===== src/sv/hltm_pkg.sv =====
package hltm_pkg;

	localparam int MAX_TOKEN_LEN = 16;
	localparam int LEN_W = 5;
	localparam int CHARS_W = 8 * MAX_TOKEN_LEN;
	localparam int CFG_DATA_W = 64;
	localparam int CFG_INDEX_W = 2;

	localparam logic [7:0] CHAR_COMMA = 8'h2C;
	localparam logic [7:0] CHAR_SPACE = 8'h20;
	localparam logic [7:0] CHAR_TAB = 8'h09;
	localparam logic [7:0] CHAR_CR = 8'h0D;
	localparam logic [7:0] CHAR_LF = 8'h0A;

	typedef enum logic [CFG_INDEX_W-1:0] {
		REG_TOKEN_LOW = 2'd0,
		REG_TOKEN_HIGH = 2'd1,
		REG_TOKEN_LENGTH = 2'd2,
		REG_CASE_SENSITIVE = 2'd3
	} reg_index_t;

	// Element scan phase.
	typedef enum logic [3:0] {
		PH_LEAD = 4'b0001,
		PH_MATCH = 4'b0010,
		PH_TRAIL = 4'b0100,
		PH_SKIP = 4'b1000
	} phase_t;

	typedef struct packed {
		logic [CHARS_W-1:0] chars;
		logic [LEN_W-1:0] length;
		logic case_sensitive;
	} cfg_t;

	typedef struct packed {
		logic value_matched;
		logic header_matched;
	} result_t;

	function automatic logic [7:0] fold_char(input logic [7:0] c, input logic cs);
		logic [7:0] r;
		r = c;
		if (!cs && c >= 8'h41 && c <= 8'h5A) begin
			r = c + 8'h20;
		end
		return r;
	endfunction

	function automatic logic is_lws(input logic [7:0] c);
		return c == CHAR_SPACE || c == CHAR_TAB || c == CHAR_CR || c == CHAR_LF;
	endfunction

endpackage


===== src/sv/hltm_scan.sv =====
module hltm_scan import hltm_pkg::*; (
	input logic clk,
	input logic arst_n,
	input cfg_t cfg,
	input logic step,
	input logic [7:0] value_byte,
	input logic last_in_value,
	input logic last_in_header,
	output result_t result
);

	phase_t phase_q, phase_n;
	logic [LEN_W-1:0] pos_q, pos_n;
	logic value_hit_q, value_hit_n;
	logic header_hit_q, header_hit_n;

	logic [7:0] c;
	logic [LEN_W-1:0] cmp_pos;
	logic [LEN_W-1:0] pos_inc;
	logic [LEN_W-1:0] eff_len;
	logic [7:0] tok_char;
	logic char_hit;
	phase_t phase_b;
	logic [LEN_W-1:0] pos_b;
	logic value_hit_b;
	logic value_final;
	logic header_final;

	always_comb begin
		c = fold_char(value_byte, cfg.case_sensitive);
		if (cfg.length == '0) begin
			eff_len = LEN_W'(1);
		end else if (cfg.length > LEN_W'(MAX_TOKEN_LEN)) begin
			eff_len = LEN_W'(MAX_TOKEN_LEN);
		end else begin
			eff_len = cfg.length;
		end
		// The first non-blank byte of an element always compares against character zero.
		cmp_pos = (phase_q == PH_LEAD) ? '0 : pos_q;
		tok_char = fold_char(cfg.chars[{cmp_pos[3:0], 3'b000} +: 8], cfg.case_sensitive);
		char_hit = (c == tok_char);
		pos_inc = cmp_pos + LEN_W'(1);
	end

	always_comb begin
		phase_b = phase_q;
		pos_b = pos_q;
		value_hit_b = value_hit_q;
		if (c == CHAR_COMMA) begin
			if (phase_q == PH_TRAIL) begin
				value_hit_b = 1'b1;
			end
			phase_b = PH_LEAD;
			pos_b = '0;
		end else begin
			unique case (phase_q) inside
				PH_LEAD, PH_MATCH: begin
					if (phase_q == PH_MATCH || !is_lws(c)) begin
						if (char_hit) begin
							pos_b = pos_inc;
							phase_b = (pos_inc >= eff_len) ? PH_TRAIL : PH_MATCH;
						end else begin
							pos_b = cmp_pos;
							phase_b = PH_SKIP;
						end
					end
				end
				PH_TRAIL: begin
					if (!is_lws(c)) begin
						phase_b = PH_SKIP;
					end
				end
				PH_SKIP: begin
				end
				default: begin
					phase_b = PH_SKIP;
				end
			endcase
		end

		// A value that ends right after a full match counts as a hit.
		value_final = value_hit_b | (phase_b == PH_TRAIL);
		header_final = header_hit_q | value_final;

		if (last_in_value) begin
			phase_n = PH_LEAD;
			pos_n = '0;
			value_hit_n = 1'b0;
			header_hit_n = last_in_header ? 1'b0 : header_final;
		end else begin
			phase_n = phase_b;
			pos_n = pos_b;
			value_hit_n = value_hit_b;
			header_hit_n = header_hit_q;
		end
		result.value_matched = value_final;
		result.header_matched = header_final;
	end

	always_ff @(posedge clk or negedge arst_n) begin
		if (!arst_n) begin
			phase_q <= PH_LEAD;
			pos_q <= '0;
			value_hit_q <= 1'b0;
			header_hit_q <= 1'b0;
		end else if (step) begin
			phase_q <= phase_n;
			pos_q <= pos_n;
			value_hit_q <= value_hit_n;
			header_hit_q <= header_hit_n;
		end
	end

endmodule


===== src/sv/header_list_token_matcher_unit.sv =====
// Channel   | Direction | tdata                    | tlast          | tuser
// ----------+-----------+--------------------------+----------------+---------------
// s_axis    | in        | [7:0] value_byte         | last_in_value  | last_in_header
// m_axis    | out       | [0] value_matched,       | last           | (none)
//           |           | [1] header_matched, pad  |                |
// cfg       | in        | cfg_wen, cfg_index, cfg_wdata; one register per write
//
// One byte transfer is taken every cycle while input is not stalled. A byte is held
// in the input register and is then scanned against the token in the same cycle
// that it moves on; a closing byte's result goes to the output register. The only
// stall comes from the single output register: while it holds a result that is
// not taken, a closing byte waits in the input register and input stops.
// Reset clears the scan state and the configuration to a one-character token
// of zero with case folding on.
module header_list_token_matcher_unit import hltm_pkg::*; (
	input logic clk,
	input logic arst_n,
	input logic s_tvalid,
	output logic s_tready,
	input logic [7:0] s_tdata,    // [7:0] value_byte
	input logic s_tlast,          // last_in_value
	input logic s_tuser,          // last_in_header
	output logic m_tvalid,
	input logic m_tready,
	output logic [7:0] m_tdata,   // [0] value_matched, [1] header_matched, [7:2] zero
	output logic m_tlast,         // last
	input logic cfg_wen,
	input logic [CFG_INDEX_W-1:0] cfg_index,
	input logic [CFG_DATA_W-1:0] cfg_wdata
);

	// Configuration registers.
	logic [CFG_DATA_W-1:0] tok_low_q;
	logic [CFG_DATA_W-1:0] tok_high_q;
	logic [LEN_W-1:0] tok_len_q;
	logic case_sens_q;
	cfg_t cfg;

	// Input register.
	logic valid_s1;
	logic [7:0] byte_s1;
	logic last_value_s1;
	logic last_header_s1;

	// Output register.
	logic out_valid_q;
	result_t out_res_q;
	logic out_last_q;

	logic out_free;
	logic advance;
	result_t scan_res;

	always_ff @(posedge clk or negedge arst_n) begin
		if (!arst_n) begin
			tok_low_q <= '0;
			tok_high_q <= '0;
			tok_len_q <= LEN_W'(1);
			case_sens_q <= 1'b0;
		end else if (cfg_wen) begin
			unique case (reg_index_t'(cfg_index))
				REG_TOKEN_LOW: tok_low_q <= cfg_wdata;
				REG_TOKEN_HIGH: tok_high_q <= cfg_wdata;
				REG_TOKEN_LENGTH: tok_len_q <= cfg_wdata[LEN_W-1:0];
				REG_CASE_SENSITIVE: case_sens_q <= cfg_wdata[0];
				default: begin
				end
			endcase
		end
	end

	assign cfg.chars = {tok_high_q, tok_low_q};
	assign cfg.length = tok_len_q;
	assign cfg.case_sensitive = case_sens_q;

	// A byte that does not close a value leaves no result, so it never waits.
	assign out_free = !out_valid_q || m_tready;
	assign advance = valid_s1 && (!last_value_s1 || out_free);
	assign s_tready = !valid_s1 || advance;

	always_ff @(posedge clk or negedge arst_n) begin
		if (!arst_n) begin
			valid_s1 <= 1'b0;
		end else if (s_tready) begin
			valid_s1 <= s_tvalid;
		end
	end

	always_ff @(posedge clk) begin
		if (s_tready && s_tvalid) begin
			byte_s1 <= s_tdata;
			last_value_s1 <= s_tlast;
			last_header_s1 <= s_tuser;
		end
	end

	hltm_scan u_scan (
		.clk(clk),
		.arst_n(arst_n),
		.cfg(cfg),
		.step(advance),
		.value_byte(byte_s1),
		.last_in_value(last_value_s1),
		.last_in_header(last_header_s1),
		.result(scan_res)
	);

	always_ff @(posedge clk or negedge arst_n) begin
		if (!arst_n) begin
			out_valid_q <= 1'b0;
		end else if (advance && last_value_s1) begin
			out_valid_q <= 1'b1;
		end else if (m_tready) begin
			out_valid_q <= 1'b0;
		end
	end

	always_ff @(posedge clk) begin
		if (advance && last_value_s1) begin
			out_res_q <= scan_res;
			out_last_q <= last_header_s1;
		end
	end

	assign m_tvalid = out_valid_q;
	assign m_tdata = {6'b000000, out_res_q.header_matched, out_res_q.value_matched};
	assign m_tlast = out_last_q;

endmodule


===== config.mk =====
export PLATFORM = sky130hd
export DESIGN_NAME = header_list_token_matcher_unit
export DESIGN_NICKNAME = d
export VERILOG_FILES = /design/src/sv/hltm_pkg.sv /design/src/sv/hltm_scan.sv /design/src/sv/header_list_token_matcher_unit.sv
export SDC_FILE = /design/constraint.sdc
export NUM_CORES = 1
export LEC_CHECK = 0
export BUFFER_PORTS_ARGS = -buffer_cell sky130_fd_sc_hd__buf_2
export CAP_MARGIN = 20
export CORE_ASPECT_RATIO = 2
export CORE_MARGIN = 5
export CORE_UTILIZATION = 40
export DETAILED_ROUTE_END_ITERATION = 10
export PLACE_DENSITY = 0.59
export SLEW_MARGIN = 30
export SYNTH_ARGS = -nofsm -noshare
export SYNTH_HDL_FRONTEND = slang
export SYNTH_SLANG_ARGS = --single-unit

===== constraint.sdc =====
create_clock -name clk -period 4.11 [get_ports clk]
set_input_delay 0.411 -clock clk [delete_from_list [all_inputs] [get_ports clk]]
set_output_delay 0.411 -clock clk [all_outputs]
set_load 0.01 [all_outputs]

==> results of run 1 <==
==> registers in the layout (all words and copies together) (netlist names) <==
register and cells:
tok_high_q 64, last_header_s1 1, u_scan.pos_q 5, byte_s1 8, tok_len_q 5, u_scan.value_hit_q 1
m_tlast 1, last_value_s1 1, valid_s1 1, tok_low_q 64, u_scan.phase_q 4, u_scan.header_hit_q 1
case_sens_q 1, m_tdata 2, m_tvalid 1
==> area by class of cell <==
class	count	share of cell area
flip-flops and latches	160	0.438
clock inverters	12	0.0116
repair buffers	103	0.0623
multi-input cells	436	0.397
inverters	14	0.00566
well taps	262	0.0353
clock buffers	20	0.0504
==> through the flow <==
step,setup WS [ns],util
after floorplan,0.709,-
after detailed placement,0.293,0.440
final,0.277,0.469
after global placement,0.353,0.440
after global routing,0.0346,0.469
after CTS,0.270,0.469
==> path summary, 6_finish.rpt <==
kind	cells past startpoint	slack, ns	end
worst min register to register	0	0.46	m_tlast$_DFFE_PP_
worst max-delay path	11	0.28	u_scan.header_hit_q$_DFFE_PN0P_
worst max register to register	11	0.28	u_scan.header_hit_q$_DFFE_PN0P_
max in group asynchronous	2	3.09	tok_high_q[35]$_DFFE_PN0P_
worst min-delay path	1	0.04	tok_high_q[22]$_DFFE_PN0P_
min in group clk	1	0.16	byte_s1[4]$_DFFE_PP_
==> cell families (layout without fill, tap and decap cells) <==
logic type | count (synthesis) | after routing | synth area share
buffers and inverters | 60 | 149 | 0.0359
adder cells (fa/ha/maj) | 8 | 8 | 0.0125
flip-flops | 160 | 160 | 0.508
XOR/XNOR | 11 | 11 | 0.0120
AND/OR/NAND/NOR | 138 | 138 | 0.0945
other | 1 | 6 | 0.000468
multiplexers | 167 | 167 | 0.244
AO/OA/AOI/OAI | 106 | 106 | 0.0925
==> placed cells by master, fill, tap and decap left out, types with 14 or more instances in the layout <==
master     instances
dfrtp_1          144
mux2_2           136
buf_2             84
nor2_1            29
nand2_1           26
mux2i_1           22
clkbuf_16         18
buf_4             17
o21ai_0           15
inv_1             14
==> power by group through the flow <==
stage	clock network (mW)	registers [mW]	logic, mW
5_1_grt	1.62	2.06	0.863
3_3_place_gp	0	2.04	0.758
3_5_place_dp	0	2.06	0.786
6_report	1.52	2.03	0.781
4_1_cts	1.57	2.03	0.791
2_1_floorplan	0	1.98	0.565
==> routing by layer <==
metal,vias to the layer above,GRT usage,wire length [um],share of wire
met4,0,0.0779,667,0.034
li1,2561,-,-,-
met1,2820,0.203,7500,0.38
met3,36,0.0359,634,0.032
met5,-,0,0,0
met2,131,0.320,10800,0.55
==> results.yml, run 1 <==
setup_path:
  cp-startpoint: "u_scan.pos_q[1]$_DFFE_PN0P_"
  worst_ep_arrival_time_ns: 4.18
  timing.critical_path.from_type: "register"
  critPathSlowestCell: "dfrtp_1"
  timing.setup.critical_path_class: "reg -> reg"
  cpLargestDelayFamily: "simple AND/OR/NAND/NOR gates"
  worst_path_required_ns: 4.45
  worstPathBufferInverterCount: 1
  timing.critical_path.fanout_max: 32
  type_of_element_capturing_the_critical_path: "register"
  r2r-start: "u_scan.pos_q[1]$_DFFE_PN0P_"
  max_stage_delay_ns: 0.76
  worstPathCellList: "buf_4 -> nor2b_1 -> nand2_2 -> o21ai_1 -> a32o_1 -> or4_1 -> a21o_1 -> nor4_1 -> o31ai_1 -> or4_4 -> a31oi_1"
sta:
  unrepaired_setup_endpoints_after_global_routing: "no"
  fin_crit_ns: 3.83
  final.setup_skew_ns: 0.00629
  worst-slew-pin-transition_ns: 0.908
  timing.slew.headroom: 0.394
  maxClockFrequency_mhz: 261
  finalCritPeriodShare: 0.933
  final-max-slew-violation-count: 0
  setup_violations: 0
  setup_total_negative_slack_ns: 0
  finalHoldViolCount: 0
  final_worst_hold_slack_ns: 0.0351
pwr:
  power.sequential.fraction: 0.468
  switching_share: 0.271
  p_clk_frac: 0.352
  max-vdd-ir-drop_uv: 293
  p_leak_nw: 3.86
  p_per_area_nw_per_um2: 466
  internal-power_mw: 3.16
  power.net_switching_mw: 1.18
  finalPower_mw: 4.33
  power.combinational.fraction: 0.180
yosys:
  postSynth.asyncResetShare: 0.919
  synth_cell_types: 67
  synth.yosys.seq_area_share: 0.508
  netlist_area_um2: 8010
  postSynthCellCount: 651
  synth.cells.most_frequent: "dfrtp_1 (145), mux2_2 (136), nor2_1 (29)"
  synth_seq_cells: 160
  synth.top_cell.area_share: 0.453
  yosys.cell_count.top_type: "dfrtp_1"
  synth_top_area_cell: "dfrtp_1"
  ys_dominant_reg_cell: "dfrtp_1"
  avgSynthCellArea_um2: 12.3
  ys_warn_count: 0
  synthTopCellsByArea: "dfrtp_1 (45%), mux2_2 (19%), edfxtp_1 (4.9%), mux2i_1 (2.7%), mux4_2 (2.5%)"
  synth_enable_flop_cells: 13
finish:
  post_route_cells_drive_above_1_share: 0.389
  multiInputGateArea_um2: 3680
  num_antenna_cells: 0
  fin_area_um2: 9290
  cell_count_final_fillers_out: 1007
  syn2layout_area_growth_pct: 16.0
  seq_area_um2: 4070
  number_of_nets_in_the_layout: 821
  nFillCells: 1836
cts:
  clockRootBuffer: "clkbuf_16"
  cts_hold_buf: 0
  clock_insertion_delay_worst_skew_ns: 0.43
  ctsHtreeMaxLevel: 4
  clockBufferDepth: 2
  post_cts_buffers: 0
  cts_buffers: 17
  ctsResizeCount: 0
  cts_tree: "built"
  clock-sinks: 160
  worst_setup_hold_path_clk_slew_ns: 0.06
placed_design:
  placedCellCount: 975
  detailed_place_hpwl_um: 14500
  placed_cell_area_um2: 8720
  portBuffers: 85
  final_wtd_congestion: 0.855
route:
  route.detailed.vias_per_inst: 5.51
  detail_route.iter0.violations: 225
  wl_per_cell_um: 19.4
  antenna_violating_nets_post_route: 0
  drc: 0
  routed_wirelength_um: 19600
  drt_first_pass_iters: 4
  route.vias.total: 5548
global_route:
  initial_antenna_violation_count: 0
  grt_start_max_net_pins: 87
  grt_use_total: 0.179
  grt_overflow: 0
  grt_pass1_vias: 5971
  grt_pass1_wl_um: 31700
run_status:
  outcome: "complete, no violations"
die:
  chipHeight_um: 210
  rows: 73
  dieArea_um2: 23100
  num_io_pins: 92
  floorplan.die.width_um: 110
  initial_core_util: 0.404
  floorplan.core_area_um2: 19800
min_path:
  timing.hold.worst.class: "in -> async"
flow_run:
  max-cap-violations: 0
No activity file was read; power rests on OpenSTA's default activity.
==> run 2, diff against run 1 <==
ABC_AREA = 1   (was default)
REMOVE_ABC_BUFFERS = 1   (was default)
==> results.yml, run 2 <==
global_route:
  grt_overflow: 0
  grt_pass1_wl_um: 35000
  initial_antenna_violation_count: 0
  grt_start_max_net_pins: 90
  grt_pass1_vias: 6941
  grt_use_total: 0.185
yosys:
  synthTopCellsByArea: "dfrtp_1 (44%), nand2_1 (12%), o21ai_0 (9.0%), nand3_1 (7.9%), inv_1 (5.8%)"
  synth.top_cell.area_share: 0.442
  synth_enable_flop_cells: 13
  yosys.cell_count.top_type: "nand2_1"
  synth.cells.most_frequent: "nand2_1 (256), o21ai_0 (148), dfrtp_1 (145)"
  avgSynthCellArea_um2: 7.99
  synth.yosys.seq_area_share: 0.496
  netlist_area_um2: 8210
  postSynthCellCount: 1027
  synth_top_area_cell: "dfrtp_1"
  ys_dominant_reg_cell: "dfrtp_1"
  synth_cell_types: 39
  synth_seq_cells: 160
  postSynth.asyncResetShare: 0.919
  ys_warn_count: 0
cts:
  clock_insertion_delay_worst_skew_ns: 0.43
  clock-sinks: 160
  clockBufferDepth: 2
  worst_setup_hold_path_clk_slew_ns: 0.06
  post_cts_buffers: 0
  cts_tree: "built"
  clockRootBuffer: "clkbuf_16"
  cts_buffers: 17
  ctsHtreeMaxLevel: 4
route:
  wl_per_cell_um: 15.4
  route.vias.total: 6770
  drc: 0
  drt_first_pass_iters: 5
  detail_route.iter0.violations: 393
  route.detailed.vias_per_inst: 4.97
  routed_wirelength_um: 20900
  antenna_violating_nets_post_route: 0
finish:
  syn2layout_area_growth_pct: 14.3
  layout.cells.most_common: "nand2_1"
  post_route_cells_drive_above_1_share: 0.159
  mostFrequentLayoutCells: "nand2_1 (256), o21ai_0 (148), dfrtp_1 (144)"
  num_antenna_cells: 0
  number_of_nets_in_the_layout: 1174
  top_regs: "tok_high_q (64), tok_low_q (64), byte_s1 (8)"
  cell_count_final_fillers_out: 1362
  fin_area_um2: 9380
setup_path:
  r2r-end: "m_tdata[1]$_DFFE_PP_"
  timing.setup.critical_path_class: "reg -> reg"
  worst_path_required_ns: 4.28
  type_of_element_capturing_the_critical_path: "register"
  timing.critical_path.from_type: "register"
  r2r_depth: 21
  timing.critical_path.fanout_max: 33
  r2r-start: "u_scan.phase_q[0]$_DFFE_PN1P_"
  reg_to_reg_setup_timing_slack_ns: 0.70
  worst_ep_arrival_time_ns: 3.58
placed_design:
  placedCellCount: 1331
  final_wtd_congestion: 0.838
  detailed_place_hpwl_um: 14700
  placed_cell_area_um2: 8760
  portBuffers: 85
die:
  floorplan.core_area_um2: 20400
  initial_core_util: 0.403
  rows: 74
  num_io_pins: 92
  chipHeight_um: 213
  dieArea_um2: 23700
  floorplan.die.width_um: 111
sta:
  worst-slew-pin-transition_ns: 0.762
  fin_crit_ns: 3.41
  finalCritPeriodShare: 0.829
  setup_violations: 0
  final.setup_skew_ns: 0.0105
  timing.slew.headroom: 0.492
  unrepaired_setup_endpoints_after_global_routing: "no"
  finalHoldViolCount: 0
  final-max-slew-violation-count: 0
  maxClockFrequency_mhz: 293
  setup_total_negative_slack_ns: 0
pwr:
  finalPower_mw: 4.30
  internal-power_mw: 3.11
  p_per_area_nw_per_um2: 458
  switching_share: 0.277
  power.combinational.fraction: 0.161
  p_leak_nw: 4.79
  max-vdd-ir-drop_uv: 245
  power.sequential.fraction: 0.457
  power.net_switching_mw: 1.19
  p_clk_frac: 0.382
min_path:
  hold_path.startpoint: "s_tlast"
  hold_path_depth: 1
  timing.hold.worst.class: "in -> reg"
  hold_path_end: "last_value_s1$_DFFE_PP_"
run_status:
  outcome: "complete, no violations"
flow_run:
  max-cap-violations: 0
[run 2: cell count changes after synthesis, sizes merged, moves of 22 or more]
cell	change
nand2	+241
mux2	-136
o21ai	+129
nand3	+124
inv	+120
mux2i	-22
[run 2: layout make-up]
cell class | instances | area (um2)
clock buffer | 21 | 482
fill | 2125 | 11000
sequential | 160 | 4070
multi-input combinational | 675 | 3330
clock inverter | 9 | 131
inverter | 135 | 507
tap | 266 | 333
timing repair buffer | 96 | 529
[run 2: cells by family (layout without fill, tap and decap cells)]
family / count (synthesis) / in the layout / synth area share
simple gates: 476 / 476 / 0.263
compound gates: 179 / 179 / 0.118
fa+ha+maj: 8 / 8 / 0.0122
flops: 160 / 160 / 0.496
buf+inv: 197 / 261 / 0.104
xor+xnor: 6 / 6 / 0.00640
other cells: 1 / 6 / 0.000457
[run 2: worst max-delay path, cell delays in order, from the launching register on]
cell     delay (ns)
dfstp_2        0.52
inv_2          0.05
nor2_2         0.12
nand2_4        0.19
nand2_4        0.36
buf_4          0.31
nand2_1        0.07
nand3_1        0.07
nand3_1        0.06
nand3_1        0.13
nand2_2        0.09
ha_1           0.31
inv_1          0.06
nand4_1        0.08
nand3_1        0.08
nand2_1        0.11
nor2_4         0.19
nand2_2        0.06
nand2_1        0.05
nand2_1        0.07
nand2_2        0.10
nand3_2        0.07
[run 2: per-layer routing]
metal / global-route usage / up-vias / wire length (um)
met1: 0.214 / 3194 / 8550
li1: - / 3415 / -
met5: 0 / - / 0
met2: 0.339 / 132 / 11200
met4: 0.0651 / 0 / 441
met3: 0.0382 / 29 / 728
[run 2: per-stage QoR]
| step | setup slack, ns | util | hold WS [ns] |
|---|---|---|---|
| detailed placement | 0.683 | 0.430 | 0.429 |
| finish | 0.703 | 0.461 | 0.162 |
| global placement | 0.741 | 0.430 | 0.429 |
| floorplan | 0.448 | - | 0.115 |
| CTS | 0.657 | 0.461 | 0.140 |
| global route | 0.303 | 0.461 | 0.143 |
[run 2: how the worst max path moves through the flow]
| stage | startpoint | to | cells past startpoint |
|---|---|---|---|
| floorplan | u_scan.pos_q[0]$_DFFE_PN0P_ | m_tdata[1]$_DFFE_PP_ | 19 |
| global placement | u_scan.phase_q[0]$_DFFE_PN1P_ | m_tdata[1]$_DFFE_PP_ | 21 |
| detailed placement | u_scan.phase_q[0]$_DFFE_PN1P_ | m_tdata[1]$_DFFE_PP_ | 21 |
| CTS | u_scan.phase_q[0]$_DFFE_PN1P_ | m_tdata[1]$_DFFE_PP_ | 21 |
| global route | u_scan.phase_q[0]$_DFFE_PN1P_ | m_tdata[1]$_DFFE_PP_ | 24 |
| finish | u_scan.phase_q[0]$_DFFE_PN1P_ | m_tdata[1]$_DFFE_PP_ | 21 |
[run 2: repair_timing]
| action | 4_1_cts | 5_1_grt |
|---|---|---|
| resized for setup | 0 | 0 |
| hold buffers | 1 | 0 |
| hold endpoints to repair | 56 | 0 |
[run 2: power by group through the flow]
stage               clock, mW  sequential [mW]  combinational [mW]
floorplan                   0             1.95               0.491
global placement            0             1.99               0.685
detailed placement          0             1.99               0.702
CTS                      1.67             1.97               0.705
global route             1.74             1.99               0.809
finish                   1.64             1.97               0.691
==> run 3, diff against run 2 <==
PLACE_DENSITY = 0.61   (was 0.59)
clock period = 2.8 ns   (was 4.11 ns; I/O delays follow)
==> results.yml, run 3 (synthesized netlist as in run 2, its figures left out) <==
finish:
  post_route_cells_drive_above_1_share: 0.263
  multiInputGateArea_um2: 3740
  top_regs: "tok_high_q (64), tok_low_q (64), byte_s1 (8)"
  layout.cells.most_common: "nand2_1"
  nFillCells: 1988
  mostFrequentLayoutCells: "nand2_1 (248), dfrtp_1 (144), o21ai_0 (139)"
  number_of_nets_in_the_layout: 1224
  seq_area_um2: 4070
  fin_area_um2: 10400
  num_antenna_cells: 0
  syn2layout_area_growth_pct: 27.3
die:
  initial_core_util: 0.403
  num_io_pins: 92
  floorplan.core_area_um2: 20400
  rows: 74
  floorplan.die.width_um: 111
  chipHeight_um: 213
  dieArea_um2: 23700
sta:
  unrepaired_setup_endpoints_after_global_routing: "yes"
  final-max-slew-violation-count: 0
  fin_crit_ns: 2.94
  setup_violations: 9
  final_worst_hold_slack_ns: 0.0217
  timing.slew.headroom: 0.640
  finalHoldViolCount: 0
  finalCritPeriodShare: 1.05
  worst-slew-pin-transition_ns: 0.541
  maxClockFrequency_mhz: 340
  final.setup_skew_ns: 0.00973
  layout_setup_ws_ns: -0.139
route:
  route.detailed.vias_per_inst: 5.10
  antenna_violating_nets_post_route: 0
  detail_route.iter0.violations: 453
  wl_per_cell_um: 16.4
  drt_first_pass_iters: 5
  drc: 0
  route.vias.total: 7206
  routed_wirelength_um: 23100
cts:
  worst_setup_hold_path_clk_slew_ns: 0.07
  cts_tree: "built"
  clock_insertion_delay_worst_skew_ns: 0.43
  ctsHtreeMaxLevel: 4
  clockBufferDepth: 2
  clock-sinks: 160
  cts_buffers: 17
  clockRootBuffer: "clkbuf_16"
setup_path:
  timing.critical_path.from_type: "register"
  cpLargestDelayFamily: "simple AND/OR/NAND/NOR gates"
  worst_ep_arrival_time_ns: 3.11
  r2r_depth: 22
  cp-startpoint: "u_scan.phase_q[0]$_DFFE_PN1P_"
  worst_path_required_ns: 2.97
  timing.setup.critical_path_class: "reg -> reg"
  cp_num_cells: 22
  critPathSlowestCell: "dfstp_2"
  worstPathBufferInverterCount: 3
  r2r-end: "m_tdata[1]$_DFFE_PP_"
  reg_to_reg_setup_timing_slack_ns: -0.14
  worst_path_most_repeated_cell: "nand2_2"
  setup.worst_path.end: "m_tdata[1]$_DFFE_PP_"
  timing.critical_path.fanout_max: 6
  r2r-start: "u_scan.phase_q[0]$_DFFE_PN1P_"
  worstPathCellList: "inv_2 -> nor2_4 -> nand2_8 -> nand2_8 -> buf_12 -> buf_12 -> nand3_1 -> nand3_2 -> nand3_2 -> nand2_4 -> xor2_1 -> nand3_1 -> nor2_1 -> nand2_1 -> nor2_2 -> nand2_2 -> nor2_4 -> nand2_2 -> nand2_2 -> nand2_2 -> nand2_2 -> nand3_2"
  max_stage_delay_ns: 0.52
  type_of_element_capturing_the_critical_path: "register"
run_status:
  outcome: "finished, violations left"
  failed_checks: "setup timing"
global_route:
  grt_start_max_net_pins: 63
  grt_use_total: 0.193
  grt_pass1_wl_um: 36500
  grt_overflow: 0
  initial_antenna_violation_count: 0
  grt_pass1_vias: 7091
min_path:
  timing.hold.worst.class: "in -> reg"
placed_design:
  placed_cell_area_um2: 9100
  final_wtd_congestion: 0.876
  portBuffers: 85
  dpl_worst_slack_ns: -0.112
  detailed_place_hpwl_um: 15600
pwr:
  p_leak_nw: 5.24
  p_per_area_nw_per_um2: 630
  max-vdd-ir-drop_uv: 324
  finalPower_mw: 6.58
flow_run:
  max-cap-violations: 0
==> run 3: changes by cell type in the layout (fill, tap and decap cells not counted), sizes merged <==
cell      previous run  this run
nand2              269       270
clkinvlp             4         2
inv                135       140
buf                 95       140
clkinv               2         4
clkbuf              21        22
==> run 3: routing by layer <==
layer | global-route usage | share of wire | up-vias
met1 | 0.230 | 0.39 | 3472
met4 | 0.0840 | 0.032 | 0
li1 | - | - | 3523
met2 | 0.348 | 0.55 | 167
met5 | 0 | 0 | -
met3 | 0.0253 | 0.030 | 44
==> run 3: cell type report <==
| cell class | count | area share |
|---|---|---|
| Tap cell | 266 | 0.0319 |
| Clock inverter | 14 | 0.0170 |
| Inverter | 135 | 0.0496 |
| Timing Repair Buffer | 145 | 0.111 |
| Multi-Input combinational cell | 676 | 0.358 |
| Clock buffer | 18 | 0.0420 |
| Sequential cell | 160 | 0.390 |
==> run 3: timing repair <==
action / in CTS / in global routing
endpoints found under the setup margin: 9 / 11
setup buffers: 3 / 10
gates resized for setup: 8 / 103
cloned: 2 / 5
hold buffers: 1 / 0
pin swaps: 3 / 32
endpoints found under the hold margin: 46 / 0
==> run 3: stage by stage <==
step	TNS (ns)	util	cells
global placement	-0.397	0.447	1364
finish	-0.690	0.513	1414
global route	-2.20	0.513	1414
CTS	-0.250	0.484	1402
detailed placement	-0.524	0.447	1364
floorplan	-25.42	-	970
==> run 3: worst reg2reg max path: cells and delay by family (launching register included) <==
kind	cells	cell delay [ns]
buffers and inverters	3	0.31
DFF	1	0.52
and+or+nand+nor	18	1.68
xor gates and xnor gates	1	0.15
==> run 3: power breakdown <==
group          switching (mW)  internal, mW
logic                   0.731         0.509
clock network            1.00          1.44
registers               0.215          2.68
==> run 3: how the worst min path moves through the flow <==
stage	cells past startpoint	to	from
2_1_floorplan	0	case_sens_q$_DFFE_PN0P_	arst_n
3_3_place_gp	1	tok_high_q[43]$_DFFE_PN0P_	arst_n
3_5_place_dp	1	tok_low_q[35]$_DFFE_PN0P_	arst_n
4_1_cts	1	byte_s1[7]$_DFFE_PP_	s_tdata[7]
5_1_grt	1	last_header_s1$_DFFE_PP_	s_tuser
6_report	1	byte_s1[7]$_DFFE_PP_	s_tdata[7]
